### config.mk
export PLATFORM = sky130hd
export DESIGN_NAME = rgb_to_hsv_hsl
export DESIGN_NICKNAME = d
export VERILOG_FILES = /design/src/sv/rhh_pkg.sv /design/src/sv/rhh_front.sv /design/src/sv/rhh_div_cell.sv /design/src/sv/rgb_to_hsv_hsl.sv
export SDC_FILE = /design/constraint.sdc
export NUM_CORES = 2
export LEC_CHECK = 0
export BUFFER_PORTS_ARGS = -buffer_cell sky130_fd_sc_hd__buf_2
export CAP_MARGIN = 30
export CORE_UTILIZATION = 70
export CTS_BUF_LIST = sky130_fd_sc_hd__clkbuf_8
export CTS_CLUSTER_SIZE = 20
export DETAILED_ROUTE_END_ITERATION = 16
export GPL_ROUTABILITY_DRIVEN = 0
export GPL_TIMING_DRIVEN = 0
export PLACE_DENSITY_LB_ADDON = 0.3
export SLEW_MARGIN = 5
export SYNTH_ARGS = -nofsm -noshare
export SYNTH_HDL_FRONTEND = slang
export SYNTH_SLANG_ARGS = --single-unit
export TNS_END_PERCENT = 10
### constraint.sdc
create_clock -name clk_i -period 15.4 [get_ports clk_i]
set_input_delay 3.85 -clock clk_i [delete_from_list [all_inputs] [get_ports clk_i]]
set_output_delay 3.85 -clock clk_i [all_outputs]
set_load 0.01 [all_outputs]
### src/sv/rhh_pkg.sv
`default_nettype none
package rhh_pkg;

  // Lanes of the divider chain: one quotient per output field.
  localparam int unsigned NumLanes = 3;
  localparam int unsigned LaneHue  = 0;
  localparam int unsigned LaneSat  = 1;
  localparam int unsigned LaneLvl  = 2;

  // Width of one input channel on the stream.
  localparam int unsigned ChanWidth = 8;

  // Handshake flags of one pipeline stage toward its neighbors.
  typedef struct packed {
    logic valid;
    logic ready;
  } hs_t;

endpackage
`default_nettype wire

### src/sv/rhh_front.sv
`default_nettype none
// Front stage: clamps the channels, finds max, min and span, and forms the
// numerator and divisor of each rounded quotient for the divider chain.
module rhh_front #(
  parameter int unsigned FRAC_BITS   = 15,
  parameter int unsigned CHANNEL_MAX = 255,
  parameter int unsigned BW          = 11,
  parameter int unsigned RW          = 28
) (
  input  wire                                        clk_i,
  input  wire                                        rst_ni,
  input  wire                                        valid_i,
  output logic                                       ready_o,
  input  wire  [rhh_pkg::ChanWidth-1:0]              red_i,
  input  wire  [rhh_pkg::ChanWidth-1:0]              green_i,
  input  wire  [rhh_pkg::ChanWidth-1:0]              blue_i,
  input  wire                                        use_hsl_i,
  output logic                                       valid_o,
  input  wire                                        ready_i,
  output logic [rhh_pkg::NumLanes-1:0][RW-1:0]       rem_o,
  output logic [rhh_pkg::NumLanes-1:0][BW:0]         div_o,
  output logic                                       gray_o
);

  localparam logic [BW-1:0] Cmax = BW'(CHANNEL_MAX);

  logic [BW-1:0] r, g, b, mx, mn, span, sum, gap, hden;
  logic [rhh_pkg::NumLanes-1:0][BW-1:0] num, den;
  logic [rhh_pkg::NumLanes-1:0][RW-1:0] rem_d, rem_q;
  logic [rhh_pkg::NumLanes-1:0][BW:0]   div_d, div_q;
  logic gray_d, gray_q, valid_q;

  // Clamp, extremes and the operands of the three quotients.
  always_comb begin
    r = (BW'(red_i) > Cmax) ? Cmax : BW'(red_i);
    g = (BW'(green_i) > Cmax) ? Cmax : BW'(green_i);
    b = (BW'(blue_i) > Cmax) ? Cmax : BW'(blue_i);
    mx = r;
    mn = r;
    if (g > mx) mx = g;
    if (b > mx) mx = b;
    if (g < mn) mn = g;
    if (b < mn) mn = b;
    span = mx - mn;
    sum  = mx + mn;
    gap  = (sum >= Cmax) ? (sum - Cmax) : (Cmax - sum);
    hden = Cmax - gap;
    gray_d = (r == g) && (g == b);

    // Hue sector numerator over six spans; a zero span divides 0 by 1.
    if (span == '0) begin
      num[rhh_pkg::LaneHue] = '0;
      den[rhh_pkg::LaneHue] = BW'(1);
    end else begin
      den[rhh_pkg::LaneHue] = BW'(6) * span;
      if (mx == r) begin
        if (g >= b) num[rhh_pkg::LaneHue] = g - b;
        else        num[rhh_pkg::LaneHue] = BW'(6) * span - (b - g);
      end else if (mx == g) begin
        num[rhh_pkg::LaneHue] = BW'(2) * span + b - r;
      end else begin
        num[rhh_pkg::LaneHue] = BW'(4) * span + r - g;
      end
    end

    // Saturation and level for the selected model.
    if (use_hsl_i) begin
      if (span == '0 || hden == '0) begin
        num[rhh_pkg::LaneSat] = '0;
        den[rhh_pkg::LaneSat] = BW'(1);
      end else begin
        num[rhh_pkg::LaneSat] = span;
        den[rhh_pkg::LaneSat] = hden;
      end
      num[rhh_pkg::LaneLvl] = sum;
      den[rhh_pkg::LaneLvl] = BW'(2) * Cmax;
    end else begin
      if (mx == '0) begin
        num[rhh_pkg::LaneSat] = '0;
        den[rhh_pkg::LaneSat] = BW'(1);
      end else begin
        num[rhh_pkg::LaneSat] = span;
        den[rhh_pkg::LaneSat] = mx;
      end
      num[rhh_pkg::LaneLvl] = mx;
      den[rhh_pkg::LaneLvl] = Cmax;
    end

    // Round to nearest: (2*num*ONE + den) / (2*den).
    for (int i = 0; i < rhh_pkg::NumLanes; i++) begin
      rem_d[i] = (RW'(num[i]) << (FRAC_BITS + 1)) + RW'(den[i]);
      div_d[i] = {den[i], 1'b0};
    end
  end

  assign ready_o = !valid_q || ready_i;

  // Stage valid flag.
  always_ff @(posedge clk_i or negedge rst_ni) begin
    if (!rst_ni) begin
      valid_q <= 1'b0;
    end else if (ready_o) begin
      valid_q <= valid_i;
    end
  end

  // Stage payload.
  always_ff @(posedge clk_i) begin
    if (valid_i && ready_o) begin
      rem_q  <= rem_d;
      div_q  <= div_d;
      gray_q <= gray_d;
    end
  end

  assign valid_o = valid_q;
  assign rem_o   = rem_q;
  assign div_o   = div_q;
  assign gray_o  = gray_q;

endmodule
`default_nettype wire

### src/sv/rhh_div_cell.sv
`default_nettype none
// One cell of the divider chain: settles quotient bit BIT of every lane by a
// trial subtraction of the shifted divisor, then hands the item on.
module rhh_div_cell #(
  parameter int unsigned FRAC_BITS = 15,
  parameter int unsigned BW        = 11,
  parameter int unsigned RW        = 28,
  parameter int unsigned BIT       = 15
) (
  input  wire                                        clk_i,
  input  wire                                        rst_ni,
  input  wire  rhh_pkg::hs_t                         up_i,
  output logic                                       ready_o,
  input  wire  [rhh_pkg::NumLanes-1:0][RW-1:0]       rem_i,
  input  wire  [rhh_pkg::NumLanes-1:0][BW:0]         div_i,
  input  wire  [rhh_pkg::NumLanes-1:0][FRAC_BITS:0]  quo_i,
  input  wire                                        gray_i,
  output logic                                       valid_o,
  output logic [rhh_pkg::NumLanes-1:0][RW-1:0]       rem_o,
  output logic [rhh_pkg::NumLanes-1:0][BW:0]         div_o,
  output logic [rhh_pkg::NumLanes-1:0][FRAC_BITS:0]  quo_o,
  output logic                                       gray_o
);

  logic [rhh_pkg::NumLanes-1:0][RW-1:0]      rem_d, rem_q;
  logic [rhh_pkg::NumLanes-1:0][BW:0]        div_q;
  logic [rhh_pkg::NumLanes-1:0][FRAC_BITS:0] quo_d, quo_q;
  logic [rhh_pkg::NumLanes-1:0][RW-1:0]      trial;
  logic gray_q, valid_q;

  // Trial subtraction in each lane.
  always_comb begin
    for (int i = 0; i < rhh_pkg::NumLanes; i++) begin
      trial[i] = RW'(div_i[i]) << BIT;
      rem_d[i] = rem_i[i];
      quo_d[i] = quo_i[i];
      if (rem_i[i] >= trial[i]) begin
        rem_d[i] = rem_i[i] - trial[i];
        quo_d[i][BIT] = 1'b1;
      end
    end
  end

  // The up flags carry valid from the previous cell and ready from the next.
  assign ready_o = !valid_q || up_i.ready;

  always_ff @(posedge clk_i or negedge rst_ni) begin
    if (!rst_ni) begin
      valid_q <= 1'b0;
    end else if (ready_o) begin
      valid_q <= up_i.valid;
    end
  end

  always_ff @(posedge clk_i) begin
    if (up_i.valid && ready_o) begin
      rem_q  <= rem_d;
      div_q  <= div_i;
      quo_q  <= quo_d;
      gray_q <= gray_i;
    end
  end

  assign valid_o = valid_q;
  assign rem_o   = rem_q;
  assign div_o   = div_q;
  assign quo_o   = quo_q;
  assign gray_o  = gray_q;

endmodule
`default_nettype wire

### src/sv/rgb_to_hsv_hsl.sv
`default_nettype none
// Channel | Direction | Carries
// s_axis  | in        | tdata: red, green, blue (8 bits each, red lowest)
// m_axis  | out       | tdata: hue, saturation, level; tuser: gray flag
// cfg     | in        | use_hsl mode bit, written whenever cfg_we_i is high
//
// One pixel per clock is accepted while the output is not stalled; each passes
// through one front stage plus one divider cell per quotient bit.
// Every stage moves on when its successor is empty or moving, so a stalled
// output only holds back stages that are full; bubbles close up.
// Reset empties the pipeline and selects HSV mode.
module rgb_to_hsv_hsl #(
  parameter int unsigned FRAC_BITS   = 15,
  parameter int unsigned CHANNEL_MAX = 255
) (
  input  wire                                   clk_i,
  input  wire                                   rst_ni,
  input  wire                                   s_axis_tvalid,
  output logic                                  s_axis_tready,
  // Fields from bit 0: red[7:0], green[15:8], blue[23:16].
  input  wire  [3*rhh_pkg::ChanWidth-1:0]       s_axis_tdata,
  output logic                                  m_axis_tvalid,
  input  wire                                   m_axis_tready,
  // Fields from bit 0: hue_frac, sat_frac, level_frac, zero fill.
  output logic [((3*FRAC_BITS+2+7)/8)*8-1:0]    m_axis_tdata,
  // Fields from bit 0: is_gray.
  output logic                                  m_axis_tuser,
  input  wire                                   cfg_we_i,
  input  wire                                   cfg_wdata_i
);

  localparam int unsigned BW0   = $clog2(6 * CHANNEL_MAX + 1);
  localparam int unsigned BW    = (BW0 < 9) ? 9 : BW0;
  localparam int unsigned RW    = BW + FRAC_BITS + 2;
  localparam int unsigned NC    = FRAC_BITS + 1;
  localparam int unsigned OutW  = ((3 * FRAC_BITS + 2 + 7) / 8) * 8;
  localparam int unsigned FldW  = 3 * FRAC_BITS + 2;
  localparam int unsigned CW    = rhh_pkg::ChanWidth;

  logic use_hsl_q;

  // Mode register.
  always_ff @(posedge clk_i or negedge rst_ni) begin
    if (!rst_ni) begin
      use_hsl_q <= 1'b0;
    end else if (cfg_we_i) begin
      use_hsl_q <= cfg_wdata_i;
    end
  end

  // Chain links: index 0 is the front stage output, index k the k-th cell.
  logic [NC:0]                                          v;
  logic [NC:0]                                          rdy;
  logic [NC:0][rhh_pkg::NumLanes-1:0][RW-1:0]           rem;
  logic [NC:0][rhh_pkg::NumLanes-1:0][BW:0]             dv;
  logic [NC:0][rhh_pkg::NumLanes-1:0][FRAC_BITS:0]      quo;
  logic [NC:0]                                          gray;

  assign quo[0] = '0;

  rhh_front #(
    .FRAC_BITS  (FRAC_BITS),
    .CHANNEL_MAX(CHANNEL_MAX),
    .BW         (BW),
    .RW         (RW)
  ) u_front (
    .clk_i    (clk_i),
    .rst_ni   (rst_ni),
    .valid_i  (s_axis_tvalid),
    .ready_o  (s_axis_tready),
    .red_i    (s_axis_tdata[CW-1:0]),
    .green_i  (s_axis_tdata[2*CW-1:CW]),
    .blue_i   (s_axis_tdata[3*CW-1:2*CW]),
    .use_hsl_i(use_hsl_q),
    .valid_o  (v[0]),
    .ready_i  (rdy[0]),
    .rem_o    (rem[0]),
    .div_o    (dv[0]),
    .gray_o   (gray[0])
  );

  // Divider cells, most significant quotient bit first.
  for (genvar k = 0; k < NC; k++) begin : g_cell
    rhh_pkg::hs_t up;
    assign up.valid = v[k];
    assign up.ready = rdy[k+1];

    rhh_div_cell #(
      .FRAC_BITS(FRAC_BITS),
      .BW       (BW),
      .RW       (RW),
      .BIT      (FRAC_BITS - k)
    ) u_cell (
      .clk_i  (clk_i),
      .rst_ni (rst_ni),
      .up_i   (up),
      .ready_o(rdy[k]),
      .rem_i  (rem[k]),
      .div_i  (dv[k]),
      .quo_i  (quo[k]),
      .gray_i (gray[k]),
      .valid_o(v[k+1]),
      .rem_o  (rem[k+1]),
      .div_o  (dv[k+1]),
      .quo_o  (quo[k+1]),
      .gray_o (gray[k+1])
    );
  end

  // Output packing; a hue that rounds to one turn wraps to zero.
  logic [FRAC_BITS-1:0] hue;
  logic [FRAC_BITS:0]   hue_q_full;

  assign hue_q_full = quo[NC][rhh_pkg::LaneHue];
  assign hue = hue_q_full[FRAC_BITS] ? '0 : hue_q_full[FRAC_BITS-1:0];

  assign rdy[NC]       = m_axis_tready;
  assign m_axis_tvalid = v[NC];
  assign m_axis_tuser  = gray[NC];
  assign m_axis_tdata  = OutW'({quo[NC][rhh_pkg::LaneLvl],
                                quo[NC][rhh_pkg::LaneSat], hue});

  // FldW documents the packed field span inside the padded tdata.
  logic unused_ok;
  assign unused_ok = (FldW <= OutW) & rem[NC][0][0] & dv[NC][0][0];

endmodule
`default_nettype wire

==> flow_results.org <==
** Timing
- At the pin with the least slew margin, the transition time is slightly above 900 ps.
- Final worst path period share :: just under 80%
- Setup tns final :: 0 ps
- Highest attainable clock frequency :: roughly 84 MHz
- Final slew viol count :: 0
- Endpoints failing setup :: 0
- Subtracting the final worst setup slack from the clock period gives approximately 12000 ps.
- RSZ-0062 raised after global routing :: false
- The clock arrives with roughly 69 ps of skew.
- On the final layout, the worst hold slack is between 300 and 400 ps.
- Hold Vio Cnt, Final :: 0
- Slew HR :: 39.5%

** Clock tree
- Clock transition at path regs :: approximately 60 ps
- Root Buffer :: sky130_fd_sc_hd__clkbuf_8
- Counting along the longest clock path gives a buffer depth of 4.
- After clock tree synthesis, the repair step resized 0 gates.
- CTS buffer count :: ~280
- Hold repair after CTS inserted 0 buffers.
- Post-CTS repair timing setup buffer count :: 0
- H-tree levels :: 5
- The clock reaches the later pin of the worst-skew pair after just under 1000 ps.
- The clock net in this run drives a total of between 1500 and 2000 sinks.
- TritonCTS built the clock tree.

** Critical path
- CP Data Arrival Time :: 12730 ps
- Data required time of the critical path :: about 16000 ps
- STA classifies the critical path startpoint as a primary input.
- Top fanout value on the critical path :: 10
- Dominant delay contributor by cell family on the critical path :: simple AND/OR/NAND/NOR gates
- Counting both buffers and inverters, the worst setup path holds a total of 5.
- For this design, the slowest cell found on the critical path is sky130_fd_sc_hd__nor2_1.
- Critical path's largest stage delay :: 540 ps
- The worst setup path is captured at a flip-flop.
- The worst register-to-register path begins at g_cell[5].u_cell.rem_o[10].
- WS Path Type :: in -> reg
- Launch point of the critical path :: s_axis_tdata[3]
- Counting stages on the worst path, the most repeated cell is sky130_fd_sc_hd__a21oi_1.

** Route
- Highest routing layer actually used :: met4
- The count of nets left with antenna violations once routing finished came out at 0.
- Routed Wire Length :: approximately 160000 microns
- Total routed wire length on the met1 layer :: around 60000 microns
- Detailed-route DRC error count :: 0
- After the first detailed-routing iteration, the DRC count stood at between 3000 and 4000.
- Number of optimization iterations in the first detailed-route pass :: 6
- After detailed routing, the number of vias per cell comes to ~5.8.
- The routed design uses 83400 microns of met2 wire.
- Via count :: approximately 54000
- After detailed routing, the average wire length per cell comes to approximately 17 microns.
- In the detailed route, the total length drawn on met3 is between 7000 and 8000 microns.

** Flow run
- Max-Cap Viols :: 0

** Die
- Vertical extent of the die :: between 300 and 400 microns
- Once the floorplan was initialized, standard cells occupied between 70 and 80% of the core.
- Horiz. Die Dim :: around 350 microns
- After floorplanning, the core was divided into 128 placement rows.
- The core region is roughly 120000 sq um.
- The die covers approximately 120000 sq um.
- I/O pin total :: 81

** Yosys
- Number of synthesized flops with an enable pin :: between 1500 and 2000
- Each instance of the synthesized netlist takes up on average roughly 12 sq um.
- After synthesis, flip-flops and latches occupy 59.8% of the total area.
- During synthesis, Yosys emitted a total of 0 warnings.
- Multiplexer fraction of the synthesized cell area :: 0.518%
- The synthesized netlist devotes ~8.1% of its cell area to adder and majority cells.
- The mapped netlist covers about 86000 sq um.
- Fraction of the mapped netlist area in compound gates :: ~8.3%
- Xor and xnor fraction of the mapped netlist area :: about 7.0%
- The biggest area contributor in the post-synthesis netlist is sky130_fd_sc_hd__edfxtp_1.
- Post-synthesis share of cell area spent on and, or, nand and nor gates :: 12.7%
- Number of unique standard cell types used by synthesis :: 92
- Leading post-synthesis cells by instance count :: 1694 x sky130_fd_sc_hd__edfxtp_1, 646 x sky130_fd_sc_hd__inv_1, 529 x sky130_fd_sc_hd__nand2_1, 524 x sky130_fd_sc_hd__nor2_1, 468 x sky130_fd_sc_hd__ha_1
- #FFs+latches synth :: 1712
- After synthesis, the largest family of logic cells by area is simple AND/OR/NAND/NOR gates.
- Synth Instances :: between 7000 and 8000
- After synthesis, the largest area contributor takes up about three fifths of total cell area.
- By area the synthesized netlist is led by sky130_fd_sc_hd__edfxtp_1 59%, sky130_fd_sc_hd__ha_1 6.8%, sky130_fd_sc_hd__xnor2_1 4.2%.
- Share of synthesized registers carrying an async set or reset :: ~1.1%
- The most used flip-flop cell after synthesis is sky130_fd_sc_hd__edfxtp_1.
- Most frequent cell after synthesis :: sky130_fd_sc_hd__edfxtp_1

** Placement
- Final HPWL from detailed placement :: ~120000 microns
- Number of buffer cells added on primary ports :: 79
- Instance area after placement :: between 80000 and 90000 sq um

** Global routing
- Summed over all layers, the global routing overflow is 0.
- The number of global-route vias before repair came to 55300.
- The number of antenna violations at the first check in global routing is 2.
- Entering global routing, the biggest net connects 77 pins.
- The first global-routing pass estimated between 200000 and 300000 microns of wire.
- For this run, the total global-route usage over all layers was measured as between 20% and 30%.

** Hold path
- The min-delay analysis places its worst path in the category reg -> reg.
- The worst hold path begins at g_cell[9].u_cell.gray_o.

** Run status
- The flow ran to the end, and the final reports show no timing, DRC or antenna violations.

** Cells and area
- The area growth from synthesis to layout is 9.48%.
- The finished cells cover 93900 sq um.
- Share of layout cells above drive strength 1 :: between 7 and 8%
- Number of nets in the final layout :: ~8000

** Pwr
- Power per standard cell area :: a little under 200 nW/um^2
- The worst-case IR drop observed on VDD is approximately 0.21 mV.
- Static leakage power :: between 30 and 40 nW
[logic make-up (layout without fill, tap and decap cells)]
| logic type | after synthesis | count (layout) |
|---|---|---|
| compound gates | 1165 | 1165 |
| xor+xnor | 686 | 686 |
| fa+ha+maj | 523 | 523 |
| buf+inv | 791 | 1370 |
| flops | 1712 | 1712 |
| mux | 40 | 40 |
| other cells | 1 | 3 |
| simple gates | 2162 | 2162 |
[worst paths after layout]
path	slack (ps)	endpoint	cells after the start
max in group asynchronous	12230	g_cell[12].u_cell.valid_o	1
worst min register to register	390	g_cell[10].u_cell.gray_o	0
worst min-delay path	390	g_cell[10].u_cell.gray_o	0
worst max-delay path	3460	u_front.rem_o[26]	36
worst max register to register	10750	g_cell[6].u_cell.rem_o[27]	18
min in group asynchronous	2850	use_hsl_q	1
[layout make-up]
class / instances / area [sq um]
inverter: 652 / 2450
fill: 7002 / 27800
clock buffer: 290 / 3990
antenna: 1 / 2.50
timing repair buffer: 114 / 1120
multi-input combinational: 4578 / 31500
tap: 1625 / 2030
sequential: 1712 / 51300
clock inverter: 175 / 912
buffer: 139 / 666
[worst reg2reg max path, cell delays in order, from the launching register on]
cell and delay [ps]:
sky130_fd_sc_hd__edfxtp_1 370, sky130_fd_sc_hd__inv_1 100, sky130_fd_sc_hd__ha_1 230, sky130_fd_sc_hd__fa_1 400, sky130_fd_sc_hd__nor2b_1 120, sky130_fd_sc_hd__o21ai_0 120
sky130_fd_sc_hd__a21boi_0 390, sky130_fd_sc_hd__o21ai_0 190, sky130_fd_sc_hd__a21oi_1 230, sky130_fd_sc_hd__o21ai_0 140, sky130_fd_sc_hd__a21boi_0 240, sky130_fd_sc_hd__o21ai_0 150
sky130_fd_sc_hd__a21boi_0 460, sky130_fd_sc_hd__nor4_1 160, sky130_fd_sc_hd__inv_1 180, sky130_fd_sc_hd__nand2_1 140, sky130_fd_sc_hd__or2_2 320, sky130_fd_sc_hd__nor4_1 280
sky130_fd_sc_hd__xor2_1 140
[where the power goes]
part,switching [mW],internal [mW]
combinational,3.89,3.03
sequential,0.825,7.01
clock,1.66,1.85
[metal layers]
metal  vias up  track usage [%]
met5         -                0
met4         0             15.1
met3       580             4.67
met2      1626             47.2
met1     25400             27.1
li1      26300                -
[layout by cell type (no fill, tap or decap), drive strengths merged, types with 15 or more instances in the layout]
| master | count |
|---|---|
| a21oi | 334 |
| ha | 468 |
| o21ai | 351 |
| inv | 729 |
| a211oi | 22 |
| and3 | 42 |
| buf | 148 |
| dfrtp | 18 |
| and4 | 35 |
| clkbuf | 391 |
| o21bai | 27 |
| xnor2 | 407 |
| nor2b | 123 |
| nor3 | 164 |
| or4 | 42 |
| a21o | 198 |
| xor2 | 278 |
| nor4 | 112 |
| nand2 | 531 |
| or2 | 30 |
| nand2b | 151 |
| nor2 | 527 |
| and2 | 58 |
| nand4 | 105 |
| o31ai | 68 |
| nand3 | 114 |
| mux2 | 26 |
| clkinv | 86 |
| fa | 51 |
| a31oi | 15 |
| edfxtp | 1694 |
| a21boi | 47 |
| nand3b | 17 |
| or3 | 66 |
[per-stage QoR]
step                power [mW]  std cells  setup slack [ps]  util (%)
finish                    18.3       9286              3460      77.2
global placement          14.3       8785              2490      72.5
detailed placement        14.7       8819              2720      73.2
global route              19.4       9286              2990      77.2
CTS                       18.3       9284              3750      77.2
floorplan                 13.0       7081              4430         -
[registers in the layout, indices dropped and copies added, names as in the netlist]
register / cells
g_cell.u_cell.div_o: 218
g_cell.u_cell.gray_o: 16
g_cell.u_cell.quo_o: 408
g_cell.u_cell.rem_o: 996
g_cell.u_cell.valid_o: 16
u_front.div_o: 11
u_front.gray_o: 1
u_front.rem_o: 44
u_front.valid_o: 1
use_hsl_q: 1
Power figures use the tool's default switching activity.
